### config.mk
export PLATFORM = sky130hd
export DESIGN_NAME = tkh_ctrl
export DESIGN_NICKNAME = d
export VERILOG_FILES = /design/src/tkh_pkg.sv /design/src/tkh_ctrl.sv
export SDC_FILE = /design/constraint.sdc
export NUM_CORES = 1
export LEC_CHECK = 0
export BUFFER_PORTS_ARGS = -buffer_cell sky130_fd_sc_hd__buf_2
export CAP_MARGIN = 20
export CORE_MARGIN = 10
export CORE_UTILIZATION = 35
export CTS_CLUSTER_DIAMETER = 80
export DETAILED_ROUTE_END_ITERATION = 8
export SETUP_SLACK_MARGIN = 0.05
export SLEW_MARGIN = 20
export SYNTH_ARGS = -nofsm -noshare
export SYNTH_HDL_FRONTEND = slang
export SYNTH_SLANG_ARGS = --single-unit
### constraint.sdc
create_clock -name clk -period 2.7 [get_ports clk]
set_clock_uncertainty 0.2 [all_clocks]
set_input_delay 0.27 -clock clk [delete_from_list [all_inputs] [get_ports clk]]
set_output_delay 0.27 -clock clk [all_outputs]
set_load 0.05 [all_outputs]
### src/tkh_pkg.sv
`timescale 1ns / 1ps
// ----------------------------------------------------------------------------
// tkh_pkg
// shared widths, codes, types and helper functions of the top-k heap tracker
// ----------------------------------------------------------------------------
package tkh_pkg;

	localparam int HEAP_SLOTS = 32;
	localparam int IDX_W      = $clog2(HEAP_SLOTS);
	localparam int FILL_W     = $clog2(HEAP_SLOTS + 1);
	localparam int CHILD_W    = IDX_W + 2;

	localparam int CMD_W   = 2;
	localparam int KEY_W   = 32;
	localparam int CNT_W   = 63;
	localparam int TIME_W  = 32;
	localparam int SIDX_W  = 5;
	localparam int STAT_W  = 3;
	localparam int OCC_W   = 6;
	localparam int ENTRY_W = KEY_W + CNT_W + TIME_W;

	localparam int IN_DATA_W  = 136;
	localparam int OUT_DATA_W = 136;

	localparam logic [FILL_W-1:0] FILL_MAX = FILL_W'(HEAP_SLOTS);

	// commands
	localparam logic [CMD_W-1:0] CMD_REPORT = 2'd0;
	localparam logic [CMD_W-1:0] CMD_DELETE = 2'd1;
	localparam logic [CMD_W-1:0] CMD_READ   = 2'd2;
	localparam logic [CMD_W-1:0] CMD_NONE   = 2'd3;

	// result status codes
	localparam logic [STAT_W-1:0] ST_INSERTED  = 3'd0;
	localparam logic [STAT_W-1:0] ST_UPDATED   = 3'd1;
	localparam logic [STAT_W-1:0] ST_REPLACED  = 3'd2;
	localparam logic [STAT_W-1:0] ST_IGNORED   = 3'd3;
	localparam logic [STAT_W-1:0] ST_DELETED   = 3'd4;
	localparam logic [STAT_W-1:0] ST_NOT_FOUND = 3'd5;
	localparam logic [STAT_W-1:0] ST_READ_OK   = 3'd6;
	localparam logic [STAT_W-1:0] ST_READ_OOR  = 3'd7;

	// read port a address select
	localparam logic [2:0] RA_SCAN   = 3'd0;
	localparam logic [2:0] RA_SIDX   = 3'd1;
	localparam logic [2:0] RA_LAST   = 3'd2;
	localparam logic [2:0] RA_ZERO   = 3'd3;
	localparam logic [2:0] RA_PARENT = 3'd4;
	localparam logic [2:0] RA_LEFT   = 3'd5;

	// index register update
	localparam logic [2:0] IDX_HOLD   = 3'd0;
	localparam logic [2:0] IDX_HIT    = 3'd1;
	localparam logic [2:0] IDX_FILL   = 3'd2;
	localparam logic [2:0] IDX_ZERO   = 3'd3;
	localparam logic [2:0] IDX_PARENT = 3'd4;
	localparam logic [2:0] IDX_CHILD  = 3'd5;

	// moving entry update
	localparam logic [1:0] CUR_HOLD = 2'd0;
	localparam logic [1:0] CUR_NEW  = 2'd1;
	localparam logic [1:0] CUR_RDA  = 2'd2;

	// fill level update
	localparam logic [1:0] FILL_HOLD = 2'd0;
	localparam logic [1:0] FILL_INC  = 2'd1;
	localparam logic [1:0] FILL_DEC  = 2'd2;

	// write data select
	localparam logic [1:0] WR_CUR    = 2'd0;
	localparam logic [1:0] WR_PARENT = 2'd1;
	localparam logic [1:0] WR_CHILD  = 2'd2;

	typedef struct packed {
		logic [KEY_W-1:0]  key;
		logic [CNT_W-1:0]  count;
		logic [TIME_W-1:0] stamp;
	} entry_t;

	typedef struct packed {
		logic              latch_in;
		logic              scan_clr;
		logic              scan_step;
		logic [2:0]        rd_a;
		logic [2:0]        idx_op;
		logic [1:0]        cur_op;
		logic [1:0]        fill_op;
		logic              wr_en;
		logic [1:0]        wr_sel;
		logic              res_set;
		logic [STAT_W-1:0] res_status;
		logic              res_evict;
		logic              res_read;
		logic              out_load;
	} dp_cmd_t;

	typedef struct packed {
		logic [CMD_W-1:0] cmd;
		logic             hit;
		logic             scan_end;
		logic             full;
		logic             idx_last;
		logic             idx_zero;
		logic             par_less;
		logic             l_out;
		logic             dn_any;
		logic             replace_ok;
		logic             sidx_ok;
		logic             out_free;
	} dp_stat_t;

	function automatic logic [FILL_W-1:0] fill_of_idx(input logic [IDX_W-1:0] v);
		logic [IDX_W+FILL_W-1:0] w;
		w = '0;
		w[IDX_W-1:0] = v;
		return w[FILL_W-1:0];
	endfunction

	function automatic logic [CHILD_W-1:0] child_of_fill(input logic [FILL_W-1:0] v);
		logic [CHILD_W+FILL_W-1:0] w;
		w = '0;
		w[FILL_W-1:0] = v;
		return w[CHILD_W-1:0];
	endfunction

	function automatic logic [IDX_W-1:0] idx_of_sidx(input logic [SIDX_W-1:0] v);
		logic [IDX_W+SIDX_W-1:0] w;
		w = '0;
		w[SIDX_W-1:0] = v;
		return w[IDX_W-1:0];
	endfunction

	function automatic logic [FILL_W+SIDX_W-1:0] wide_of_sidx(input logic [SIDX_W-1:0] v);
		logic [FILL_W+SIDX_W-1:0] w;
		w = '0;
		w[SIDX_W-1:0] = v;
		return w;
	endfunction

	function automatic logic [FILL_W+SIDX_W-1:0] wide_of_fill(input logic [FILL_W-1:0] v);
		logic [FILL_W+SIDX_W-1:0] w;
		w = '0;
		w[FILL_W-1:0] = v;
		return w;
	endfunction

	function automatic logic [OCC_W-1:0] occ_of(input logic [FILL_W-1:0] v);
		logic [OCC_W+FILL_W-1:0] w;
		w = '0;
		w[FILL_W-1:0] = v;
		return w[OCC_W-1:0];
	endfunction

endpackage

### src/tkh_ctrl.sv
`timescale 1ns / 1ps
// ----------------------------------------------------------------------------
// tkh_ctrl
// controller state machine: key scan, insert, delete, replace, read and sift steps
// ----------------------------------------------------------------------------
module tkh_ctrl (
	input  logic                      clk,
	input  logic                      arst_n,
	input  logic                      in_valid,
	input  logic [tkh_pkg::CMD_W-1:0] in_cmd,
	output logic                      in_ready,
	input  tkh_pkg::dp_stat_t         stat,
	output tkh_pkg::dp_cmd_t          ctl
);

	localparam logic [3:0] S_IDLE   = 4'd0;
	localparam logic [3:0] S_SCAN   = 4'd1;
	localparam logic [3:0] S_SCHK   = 4'd2;
	localparam logic [3:0] S_DEL    = 4'd3;
	localparam logic [3:0] S_DLOAD  = 4'd4;
	localparam logic [3:0] S_ROOT   = 4'd5;
	localparam logic [3:0] S_RD     = 4'd6;
	localparam logic [3:0] S_RDWAIT = 4'd7;
	localparam logic [3:0] S_UP     = 4'd8;
	localparam logic [3:0] S_UPCHK  = 4'd9;
	localparam logic [3:0] S_DOWN   = 4'd10;
	localparam logic [3:0] S_DNCHK  = 4'd11;
	localparam logic [3:0] S_DONE   = 4'd12;

	logic [3:0] state_q, state_d;
	logic       first_q, first_d;

	always_comb begin
		state_d  = state_q;
		first_d  = first_q;
		in_ready = 1'b0;
		ctl      = '0;
		unique case (state_q)
			S_IDLE: begin
				in_ready = 1'b1;
				if (in_valid) begin
					ctl.latch_in = 1'b1;
					ctl.scan_clr = 1'b1;
					unique case (in_cmd)
						tkh_pkg::CMD_REPORT,
						tkh_pkg::CMD_DELETE: state_d = S_SCAN;
						tkh_pkg::CMD_READ:   state_d = S_RD;
						default: begin
							ctl.res_set    = 1'b1;
							ctl.res_status = tkh_pkg::ST_IGNORED;
							state_d        = S_DONE;
						end
					endcase
				end
			end
			S_SCAN: begin
				ctl.rd_a = tkh_pkg::RA_SCAN;
				state_d  = S_SCHK;
			end
			S_SCHK: begin
				if (stat.hit) begin
					ctl.idx_op = tkh_pkg::IDX_HIT;
					if (stat.cmd == tkh_pkg::CMD_REPORT) begin
						ctl.cur_op     = tkh_pkg::CUR_NEW;
						ctl.res_set    = 1'b1;
						ctl.res_status = tkh_pkg::ST_UPDATED;
						first_d        = 1'b1;
						state_d        = S_UP;
					end else begin
						state_d = S_DEL;
					end
				end else if (stat.scan_end) begin
					if (stat.cmd == tkh_pkg::CMD_REPORT) begin
						if (!stat.full) begin
							ctl.idx_op     = tkh_pkg::IDX_FILL;
							ctl.fill_op    = tkh_pkg::FILL_INC;
							ctl.cur_op     = tkh_pkg::CUR_NEW;
							ctl.res_set    = 1'b1;
							ctl.res_status = tkh_pkg::ST_INSERTED;
							first_d        = 1'b1;
							state_d        = S_UP;
						end else begin
							ctl.rd_a = tkh_pkg::RA_ZERO;
							state_d  = S_ROOT;
						end
					end else begin
						ctl.res_set    = 1'b1;
						ctl.res_status = tkh_pkg::ST_NOT_FOUND;
						state_d        = S_DONE;
					end
				end else begin
					ctl.scan_step = 1'b1;
					state_d       = S_SCAN;
				end
			end
			S_DEL: begin
				ctl.fill_op    = tkh_pkg::FILL_DEC;
				ctl.res_set    = 1'b1;
				ctl.res_status = tkh_pkg::ST_DELETED;
				if (stat.idx_last) begin
					state_d = S_DONE;
				end else begin
					ctl.rd_a = tkh_pkg::RA_LAST;
					state_d  = S_DLOAD;
				end
			end
			S_DLOAD: begin
				ctl.cur_op = tkh_pkg::CUR_RDA;
				first_d    = 1'b1;
				state_d    = S_UP;
			end
			S_ROOT: begin
				ctl.res_set = 1'b1;
				if (stat.replace_ok) begin
					ctl.res_status = tkh_pkg::ST_REPLACED;
					ctl.res_evict  = 1'b1;
					ctl.cur_op     = tkh_pkg::CUR_NEW;
					ctl.idx_op     = tkh_pkg::IDX_ZERO;
					first_d        = 1'b1;
					state_d        = S_UP;
				end else begin
					ctl.res_status = tkh_pkg::ST_IGNORED;
					state_d        = S_DONE;
				end
			end
			S_RD: begin
				if (stat.sidx_ok) begin
					ctl.rd_a = tkh_pkg::RA_SIDX;
					state_d  = S_RDWAIT;
				end else begin
					ctl.res_set    = 1'b1;
					ctl.res_status = tkh_pkg::ST_READ_OOR;
					state_d        = S_DONE;
				end
			end
			S_RDWAIT: begin
				ctl.res_set    = 1'b1;
				ctl.res_status = tkh_pkg::ST_READ_OK;
				ctl.res_read   = 1'b1;
				state_d        = S_DONE;
			end
			S_UP: begin
				if (stat.idx_zero) begin
					if (first_q) begin
						state_d = S_DOWN;
					end else begin
						ctl.wr_en  = 1'b1;
						ctl.wr_sel = tkh_pkg::WR_CUR;
						state_d    = S_DONE;
					end
				end else begin
					ctl.rd_a = tkh_pkg::RA_PARENT;
					state_d  = S_UPCHK;
				end
			end
			S_UPCHK: begin
				if (stat.par_less) begin
					// parent moves down into the hole
					ctl.wr_en  = 1'b1;
					ctl.wr_sel = tkh_pkg::WR_PARENT;
					ctl.idx_op = tkh_pkg::IDX_PARENT;
					first_d    = 1'b0;
					state_d    = S_UP;
				end else if (first_q) begin
					state_d = S_DOWN;
				end else begin
					ctl.wr_en  = 1'b1;
					ctl.wr_sel = tkh_pkg::WR_CUR;
					state_d    = S_DONE;
				end
			end
			S_DOWN: begin
				if (stat.l_out) begin
					ctl.wr_en  = 1'b1;
					ctl.wr_sel = tkh_pkg::WR_CUR;
					state_d    = S_DONE;
				end else begin
					ctl.rd_a = tkh_pkg::RA_LEFT;
					state_d  = S_DNCHK;
				end
			end
			S_DNCHK: begin
				ctl.wr_en = 1'b1;
				if (stat.dn_any) begin
					// smaller child moves up into the hole
					ctl.wr_sel = tkh_pkg::WR_CHILD;
					ctl.idx_op = tkh_pkg::IDX_CHILD;
					state_d    = S_DOWN;
				end else begin
					ctl.wr_sel = tkh_pkg::WR_CUR;
					state_d    = S_DONE;
				end
			end
			S_DONE: begin
				if (stat.out_free) begin
					ctl.out_load = 1'b1;
					state_d      = S_IDLE;
				end
			end
			default: state_d = S_IDLE;
		endcase
	end

	always_ff @(posedge clk or negedge arst_n) begin
		if (!arst_n) begin
			state_q <= S_IDLE;
			first_q <= 1'b0;
		end else begin
			state_q <= state_d;
			first_q <= first_d;
		end
	end

endmodule

==> run_results.csv, run 1 <==
group,metric,value,unit
yosys,avgSynthCellArea,6.84,sq um
timing,final.setup.tns,0,ps
global_route,first_global_vias,1056,
finish,multi_input_comb_area,649,sq um
yosys,synth-async-reset-ratio,100,%
worst_setup_path,critPathRequiredTime,2230,ps
worst_setup_path,cp_max_fo,16,
finish,drive_gt1_share,35.2,%
global_route,overflow,0,
finish,layout_common_cells,"41 x buf_2, 12 x nor2_1, 11 x nand2_1, 8 x nand3_1, 8 x inv_1",
finish,nets,184,
clock_tree,cts_made_buffers,3,
floorplanning,fp.dieW,69.2,um
placed_design,routabilityCongestion,0.847,
finish,diodes,0,
placed_design,io_buffers,41,
worst_setup_path,reg2reg_slack,740,ps
clock_tree,clock-sinks,5,
floorplanning,start_util,37.6,%
clock_tree,clock_latency,250,ps
hold_path,hold_path.class,"in2async",
route,drc,0,
yosys,synth-edff-count,0,
finish,area.sequential,128,sq um
route,avgViaCountPerCell,5.63,
route,wl_met2,1590,um
finish,post-route-util,49.6,%
timing,finalHoldViolCount,0,
finish,layout_commonest_cell,"buf_2",
power,powerDensity,1040,nW/um^2
power,p_leak,0.567,nW
placed_design,hpwl,2500,um
global_route,antenna_found_initial,0,
worst_setup_path,r2r_start,"state_q[0]$_DFFE_PN0P_",
route,top_layer_used,"met4",
clock_tree,clk_path_buf_depth,2,
floorplanning,dieHeight,69.2,um
job,maxCapViolations,0,
timing,rsz0062_at_grt,"yes",
worst_setup_path,critPathKind,"reg2out",
route,dr.pass1.iters,4,
yosys,yosysUniqueCellTypes,46,
finish,syn_to_final_growth,31.7,%
status,outcome,"finished, final reports clean",
timing,tightestPinTransition,541,ps
timing,finalWorstSetupSlack,159,ps
yosys,yosys_warnings,0,
timing,fin_crit_sh,94.1,%
clock_tree,cts_max_level,1,
floorplanning,coreArea,2250,sq um
route,num_vias,1087,
route,drt-total-wl,3120,um
route,drtIter0Drc,46,
floorplanning,ioPinCount,42,
global_route,grt_max_degree,20,
worst_setup_path,start_kind,"register",
clock_tree,cts_tree,"yes",
placed_design,dp_slack,370,ps
timing,drv_slew,0,
floorplanning,num_rows,17,
route,wl_per_cell,16.2,um
timing,slew_headroom,63.9,%
power,vdd_drop_max,491,uV
worst_setup_path,arrival,2070,ps
yosys,synthesis.instances,124,
yosys,synth_seq_cells,5,
clock_tree,ctsRootBufferMaster,"clkbuf_4",
timing,setup_viol,0,
route,met3_length,204,um
yosys,syn_nets,142,
worst_setup_path,crit_start,"state_q[0]$_DFFE_PN0P_",
global_route,grt_pass1_wl,5010,um
worst_setup_path,crit_path_end_kind,"output pin",
yosys,seq_area_frac_synth,14.7,%
timing,max_freq,394,MHz
finish,n_fill_cell,259,
clock_tree,cts.clk_slew.worst_paths,50,ps
route,wl_met1,1310,um
yosys,syn_area,848,sq um
yosys,synth_top_flop_cell,"dfrtp_1",
global_route,grt_usage,11.8,%
route,ant_nets,0,
timing,fin_crit,2540,ps
floorplanning,die-area,4790,sq um
-- final cells by class --
class                   count  share of cell area (%)
well taps                  28                    3.14
repair buffers             46                    21.9
flip-flops and latches      5                    11.4
inverters                   9                    3.02
multi-input cells         101                    58.1
clock buffers               4                    2.35
-- worst max-delay path: stages (launching register included) --
cell and delay [ps]:
dfrtp_1 680, nor2_1 130, nand2_1 140, inv_2 70, nand4_1 120, o21ai_1 100, or3_1 370, buf_2 220
-- routing by layer --
| metal | up-vias | global-route usage (%) |
|---|---|---|
| met4 | 0 | 2.66 |
| met5 | - | 0 |
| met2 | 36 | 21.0 |
| met3 | 2 | 3.00 |
| li1 | 542 | - |
| met1 | 507 | 13.7 |
-- state kept, by name, indices dropped and copies added (netlist names) --
name,flops
first_q,1
state_q,4
-- report_power, final --
| part | internal, W | switching (W) |
|---|---|---|
| combinational | 0.000272 | 0.000560 |
| sequential | 0.000109 | 0.000126 |
| clock | 0.0000561 | 0.0000337 |
-- cells in the mapped netlist (all sizes together), types with 2 or more instances --
cell type,n,area share [%]
a32oi,2,2.1
nand4,3,2.2
nand2b,7,5.2
nor3,3,3.1
a21oi,6,3.5
a221oi,2,2.8
dfrtp,5,15
nand2,11,4.9
and2,2,1.5
buf,8,5.8
nor4b,2,3.8
nor2,12,5.3
nand3,8,4.7
o21a,2,1.8
o41ai,2,2.1
o22ai,4,2.9
a31oi,4,2.9
or3,2,1.5
inv,9,4.0
nor2b,4,2.9
o21ai,9,5.8
-- stage by stage --
stage | hold WS (ps) | total power [W] | instance area, sq um | std cells
detailed placement | -114 | 0.00104 | 1060 | 185
floorplan | -226 | 0.000877 | 861 | 124
global route | 183 | 0.00124 | 1120 | 193
finish | 158 | 0.00116 | 1120 | 193
global placement | -115 | 0.00104 | 1060 | 185
CTS | 155 | 0.00114 | 1090 | 190
-- what timing repair did --
item / 4_1_cts / 5_1_grt
endpoints found under the setup margin: 0 / 5
endpoints found under the hold margin: 5 / 0
setup buffers: 0 / 3
hold buffers: 1 / 0
gates resized for setup: 0 / 2
-- cells by family after synthesis --
kind of cell	count (synthesis)	synth area share [%]
flip-flops	5	14.7
multiplexers	1	1.18
AO/OA/AOI/OAI	40	32.9
buffers and inverters	18	10.2
AND/OR/NAND/NOR	60	41.0
-- worst paths after layout --
check | endpoint | cells past startpoint
worst max-delay path | ctl[6] | 7
worst min-delay path | state_q[0]$_DFFE_PN0P_ | 2
worst max register to register | state_q[3]$_DFFE_PN0P_ | 3
worst min register to register | first_q$_DFFE_PN0P_ | 1
max in group asynchronous | state_q[2]$_DFFE_PN0P_ | 2
min in group clk | state_q[0]$_DFFE_PN0P_ | 4
Power figures use the tool's default switching activity.
==> run 2, diff against run 1 <==
--- a/config.mk
+++ b/config.mk
@@ -11,6 +11,7 @@
 export CORE_UTILIZATION = 35
 export CTS_CLUSTER_DIAMETER = 80
 export DETAILED_ROUTE_END_ITERATION = 8
+export PLACE_DENSITY_LB_ADDON = 0.25
 export SETUP_SLACK_MARGIN = 0.05
 export SLEW_MARGIN = 20
 export SYNTH_ARGS = -nofsm -noshare
==> run 2 against run 1 <==
  * Worst setup slack better by 120 ps
  * Design area down 0.56%
  * Critical path depth fell by 2
  * Register-to-register slack worse by 60 ps
  * First-iteration DRC count shrank 2.2%
  * Sequential cell count is the same
  * Worst hold slack gained 4.7 ps
  * Count of clock-buffer cells in the layout did not move
  * Combinational power decreased by 1%
  * Highest routed layer unchanged
==> run_results.csv, run 2 (synthesized netlist as in run 1, its figures left out) <==
group,metric,value,unit
timing,rsz0062_at_grt,"no",
worst_setup_path,cp_max_fo,19,
status,outcome,"finished, final reports clean",
floorplanning,dieHeight,69.2,um
clock_tree,cts.clk_slew.worst_paths,50,ps
power,vdd_drop_max,468,uV
placed_design,placed_cells,185,
timing,finalHoldViolCount,0,
timing,setup_viol,0,
finish,layout_common_cells,"41 x buf_2, 12 x nor2_1, 11 x nand2_1, 8 x nand3_1, 8 x inv_1",
finish,syn_to_final_growth,31.0,%
power,comb_power_share,71.9,%
route,drt-total-wl,2990,um
timing,max_freq,413,MHz
clock_tree,ctsRootBufferMaster,"clkbuf_4",
worst_setup_path,start_kind,"register",
global_route,first_global_vias,1092,
power,switchingPower,0.000707,W
placed_design,routabilityCongestion,0.886,
route,drc,0,
power,powerDensity,1030,nW/um^2
worst_setup_path,critPathKind,"reg2out",
power,internal-power,0.000434,W
finish,nets,183,
clock_tree,cts_made_buffers,3,
finish,n_fill_cell,259,
worst_setup_path,critPathRequiredTime,2230,ps
global_route,antenna_found_initial,0,
power,clkPwrFrac,7.8,%
clock_tree,clock_latency,240,ps
route,ant_nets,0,
placed_design,hpwl,2450,um
placed_design,io_buffers,41,
floorplanning,start_util,37.6,%
clock_tree,clock-sinks,5,
route,drtIter0Drc,45,
global_route,overflow,0,
global_route,grt_pass1_wl,5240,um
global_route,grt_max_degree,20,
floorplanning,fp.dieW,69.2,um
finish,stdcell_count,192,
worst_setup_path,arrival,1950,ps
power,switching_share,62.0,%
route,num_vias,1113,
route,wl_per_cell,15.6,um
floorplanning,coreArea,2250,sq um
clock_tree,clk_path_buf_depth,2,
timing,fin_crit_sh,89.6,%
timing,fin_crit,2420,ps
timing,tightestPinTransition,380,ps
hold_path,hold_path.class,"in2async",
clock_tree,cts_tree,"yes",
finish,layout_commonest_cell,"buf_2",
finish,area.sequential,129,sq um
floorplanning,ioPinCount,42,
finish,multi_input_comb_area,649,sq um
global_route,grt_usage,12.2,%
finish,largestRegisters,"state_q x4, first_q x1",
power,power,0.00114,W
route,avgViaCountPerCell,5.80,
finish,largest_register_ffs,4,
timing,drv_slew,0,
power,p_leak,0.560,nW
finish,diodes,0,
floorplanning,die-area,4790,sq um
finish,largest_register,"state_q",
timing,slew_headroom,74.6,%
power,seq_power_share,20.3,%
worst_setup_path,crit_path_end_kind,"output pin",
floorplanning,num_rows,17,
timing,final.setup.tns,0,ps
finish,post-route-util,49.3,%
finish,drive_gt1_share,35.4,%
clock_tree,cts_max_level,1,
job,maxCapViolations,0,
route,dr.pass1.iters,4,
run 2: cell types whose count changed in the layout (fill, tap and decap cells not counted):
cell / previous run / this run
dfrtp_2: 2 / 3
dfrtp_1: 3 / 2
buf_4: 4 / 3
run 2: worst paths after layout:
path                                        start                     end  slack (ps)  cells after the start
min in group clk                        in_cmd[0]  state_q[3]$_DFFE_PN0P_         190                      3
hold reg to reg               first_q$_DFFE_PN0P_     first_q$_DFFE_PN0P_         410                      1
max in group asynchronous                  arst_n  state_q[3]$_DFFE_PN0P_        1990                      2
setup reg to reg           state_q[2]$_DFFE_PN0P_     first_q$_DFFE_PN0P_         680                      6
setup / recovery           state_q[2]$_DFFE_PN0P_                 ctl[18]         280                      5
hold / removal                             arst_n     first_q$_DFFE_PN0P_         160                      2
run 2: metal layers:
layer	GRT usage (%)	vias to the layer above	part of all wire (%)
li1	-	540	-
met1	14.2	531	41
met3	3.57	2	6.2
met5	0	-	0
met4	2.00	0	0.23
met2	21.7	40	53
run 2: area by class of cell:
class	count	area share, %
well taps	28	3.15
inverters	9	3.04
multi-input cells	101	58.4
repair buffers	45	21.4
flip-flops and latches	5	11.6
clock buffers	4	2.36
run 2: power by group through the flow:
stage          combinational, W  sequential, W  clock [W]
6_report               0.000820       0.000232  0.0000888
5_1_grt                0.000895       0.000246  0.0000964
4_1_cts                0.000812       0.000224  0.0000900
3_5_place_dp           0.000806       0.000225          0
3_3_place_gp           0.000803       0.000226          0
2_1_floorplan          0.000747       0.000130          0
run 2: what timing repair did:
| item | 4_1_cts | 5_1_grt |
|---|---|---|
| gates resized for setup | 0 | 3 |
| endpoints found under the setup margin | 0 | 3 |
| hold endpoints to repair | 5 | 0 |
| setup buffers | 0 | 2 |
| hold buffers | 1 | 0 |
run 2: worst max-delay path, stage by stage (launching register included):
cell,delay (ps)
dfrtp_2,530
nor4b_4,460
buf_4,190
nand4_1,120
o41ai_2,80
buf_2,310
run 2: per-stage QoR:
step	setup slack, ps	instance area (sq um)	hold WS, ps
2_1_floorplan	114	861	-226
3_3_place_gp	433	1060	-112
3_5_place_dp	373	1060	-113
4_1_cts	109	1090	160
5_1_grt	99.9	1110	178
6_report	281	1110	162
==> run 3, diff against run 2 <==
--- a/config.mk
+++ b/config.mk
@@ -7,10 +7,12 @@
 export LEC_CHECK = 0
 export BUFFER_PORTS_ARGS = -buffer_cell sky130_fd_sc_hd__buf_2
 export CAP_MARGIN = 20
+export CORE_ASPECT_RATIO = 1.25
 export CORE_MARGIN = 10
 export CORE_UTILIZATION = 35
 export CTS_CLUSTER_DIAMETER = 80
 export DETAILED_ROUTE_END_ITERATION = 8
+export GPL_TIMING_DRIVEN = 0
 export PLACE_DENSITY_LB_ADDON = 0.25
 export SETUP_SLACK_MARGIN = 0.05
 export SLEW_MARGIN = 20
==> run 3 against run 2 <==
  * Wire length rose by 4.0%
  * Critical path type unchanged
  * Count of clock-buffer cells in the layout did not move
  * Combinational power rose by 17%
  * Worst setup slack improved by 58 ps
  * Register-to-register slack improved by 230 ps
  * Largest power group unchanged
  * Final cell count rose by 5.2%
==> run_results.csv, run 3 (synthesized netlist as in run 1, its figures left out) <==
group,metric,value,unit
floorplanning,ioPinCount,42,
global_route,antenna_found_initial,0,
worst_setup_path,crit_path_end_kind,"output pin",
placed_design,hpwl,2550,um
power,vdd_drop_max,488,uV
global_route,overflow,0,
global_route,grt_pass1_wl,5150,um
timing,rsz0062_at_grt,"no",
finish,multi_input_comb_area,649,sq um
clock_tree,ctsRootBufferMaster,"clkbuf_4",
route,drc,0,
worst_setup_path,cp_max_fo,10,
finish,stdcell_count,202,
clock_tree,cts_tree,"yes",
route,avgViaCountPerCell,5.54,
timing,final.setup.tns,0,ps
global_route,grt_max_degree,11,
timing,drv_slew,0,
power,internal-power,0.000466,W
power,p_leak,0.595,nW
timing,fin_crit_sh,87.5,%
finish,diodes,0,
finish,post-route-util,51.0,%
timing,finalHoldViolCount,0,
floorplanning,coreArea,2260,sq um
placed_design,placed_cells,195,
route,drtIter0Drc,44,
timing,max_freq,424,MHz
route,num_vias,1120,
power,clkPwrFrac,7.2,%
timing,hold_ws,167,ps
power,switchingPower,0.000721,W
worst_setup_path,crit_start,"state_q[2]$_DFFE_PN0P_",
placed_design,routabilityCongestion,1.04,
timing,tightestPinTransition,412,ps
worst_setup_path,critPathKind,"reg2out",
route,drt-total-wl,3110,um
global_route,first_global_vias,1179,
worst_setup_path,reg2reg_to,"first_q$_DFFE_PN0P_",
route,dr.pass1.iters,4,
clock_tree,clock-sinks,5,
worst_setup_path,arrival,1890,ps
clock_tree,clk_path_buf_depth,2,
worst_setup_path,critPathRequiredTime,2230,ps
finish,largestRegisters,"state_q x4, first_q x1",
worst_setup_path,r2r_start,"state_q[2]$_DFFE_PN0P_",
floorplanning,num_rows,19,
clock_tree,clock_latency,240,ps
finish,n_fill_cell,251,
clock_tree,cts.clk_slew.worst_paths,40,ps
floorplanning,dieHeight,75.0,um
finish,layout_common_cells,"46 x buf_2, 12 x nor2_1, 11 x nand2_1, 8 x nand3_1, 8 x inv_1",
route,wl_per_cell,15.4,um
status,outcome,"finished, final reports clean",
clock_tree,cts_made_buffers,3,
route,ant_nets,0,
power,powerDensity,1030,nW/um^2
power,comb_power_share,81.1,%
worst_setup_path,reg2reg_slack,910,ps
finish,area.sequential,125,sq um
floorplanning,start_util,37.6,%
finish,largest_register,"state_q",
placed_design,io_buffers,40,
finish,syn_to_final_growth,35.7,%
timing,slew_headroom,72.5,%
clock_tree,cts_max_level,1,
hold_path,hold_path.class,"in2async",
worst_setup_path,cp-endpoint,"ctl[6]",
floorplanning,die-area,4810,sq um
power,switching_share,60.8,%
finish,nets,190,
timing,fin_crit,2360,ps
worst_setup_path,start_kind,"register",
floorplanning,fp.dieW,64.0,um
finish,layout_commonest_cell,"buf_2",
worst_setup_path,ff2ff_path_depth,5,
power,seq_power_share,11.6,%
finish,largest_register_ffs,4,
finish,drive_gt1_share,35.7,%
timing,setup_viol,0,
global_route,grt_usage,12.7,%
job,maxCapViolations,0,
[run 3: power groups by stage]
stage,Combinational (W),Sequential [W],Clock (W)
floorplan,0.000747,0.000130,0
global placement,0.000937,0.000137,0
detailed placement,0.000947,0.000137,0
CTS,0.000952,0.000137,0.0000896
global route,0.00104,0.000144,0.0000947
finish,0.000963,0.000138,0.0000855
[run 3: layout make-up]
type,instances,share of cell area [%]
multi-input combinational,101,56.4
timing repair buffer,43,19.6
sequential,5,10.9
buffer,9,4.57
tap,31,3.37
inverter,9,2.93
clock buffer,4,2.28
[run 3: metrics by stage]
step           power (W)  area (sq um)  setup WS, ps
6_report         0.00119          1150           339
5_1_grt          0.00127          1150           195
4_1_cts          0.00118          1140           176
3_5_place_dp     0.00108          1100           455
3_3_place_gp     0.00107          1100           518
2_1_floorplan   0.000877           861           114
[run 3: what timing repair did]
| item | 4_1_cts | 5_1_grt |
|---|---|---|
| hold buffers | 1 | 0 |
| gates resized for setup | 0 | 0 |
| endpoints found under the setup margin | 0 | 1 |
| hold endpoints to repair | 5 | 0 |
| buffers inserted | 0 | 2 |
[run 3: metal layers]
layer / GRT usage (%) / vias up / wire, um / share of wire, %
met5: 0 / - / 0 / 0
met2: 22.8 / 48 / 1570 / 50
met3: 3.71 / 9 / 248 / 8.0
met1: 12.7 / 508 / 1210 / 39
li1: - / 555 / - / -
met4: 8.52 / 0 / 86 / 2.8
[run 3: worst max-delay path: stages, from the launching register on]
cell	delay [ps]
dfrtp_1	310
buf_2	230
nor2_1	90
nand2_1	110
inv_2	70
nand4_1	130
o21ai_1	100
or3_1	380
buf_2	220
[run 3: worst min path at each step]
stage / from / end / slack (ps) / cells past startpoint
final: arst_n / first_q$_DFFE_PN0P_ / 170 / 2
after global routing: arst_n / first_q$_DFFE_PN0P_ / 180 / 2
after CTS: arst_n / first_q$_DFFE_PN0P_ / 160 / 2
after detailed placement: arst_n / first_q$_DFFE_PN0P_ / -110 / 1
after global placement: arst_n / first_q$_DFFE_PN0P_ / -110 / 1
after floorplan: arst_n / first_q$_DFFE_PN0P_ / -230 / 0
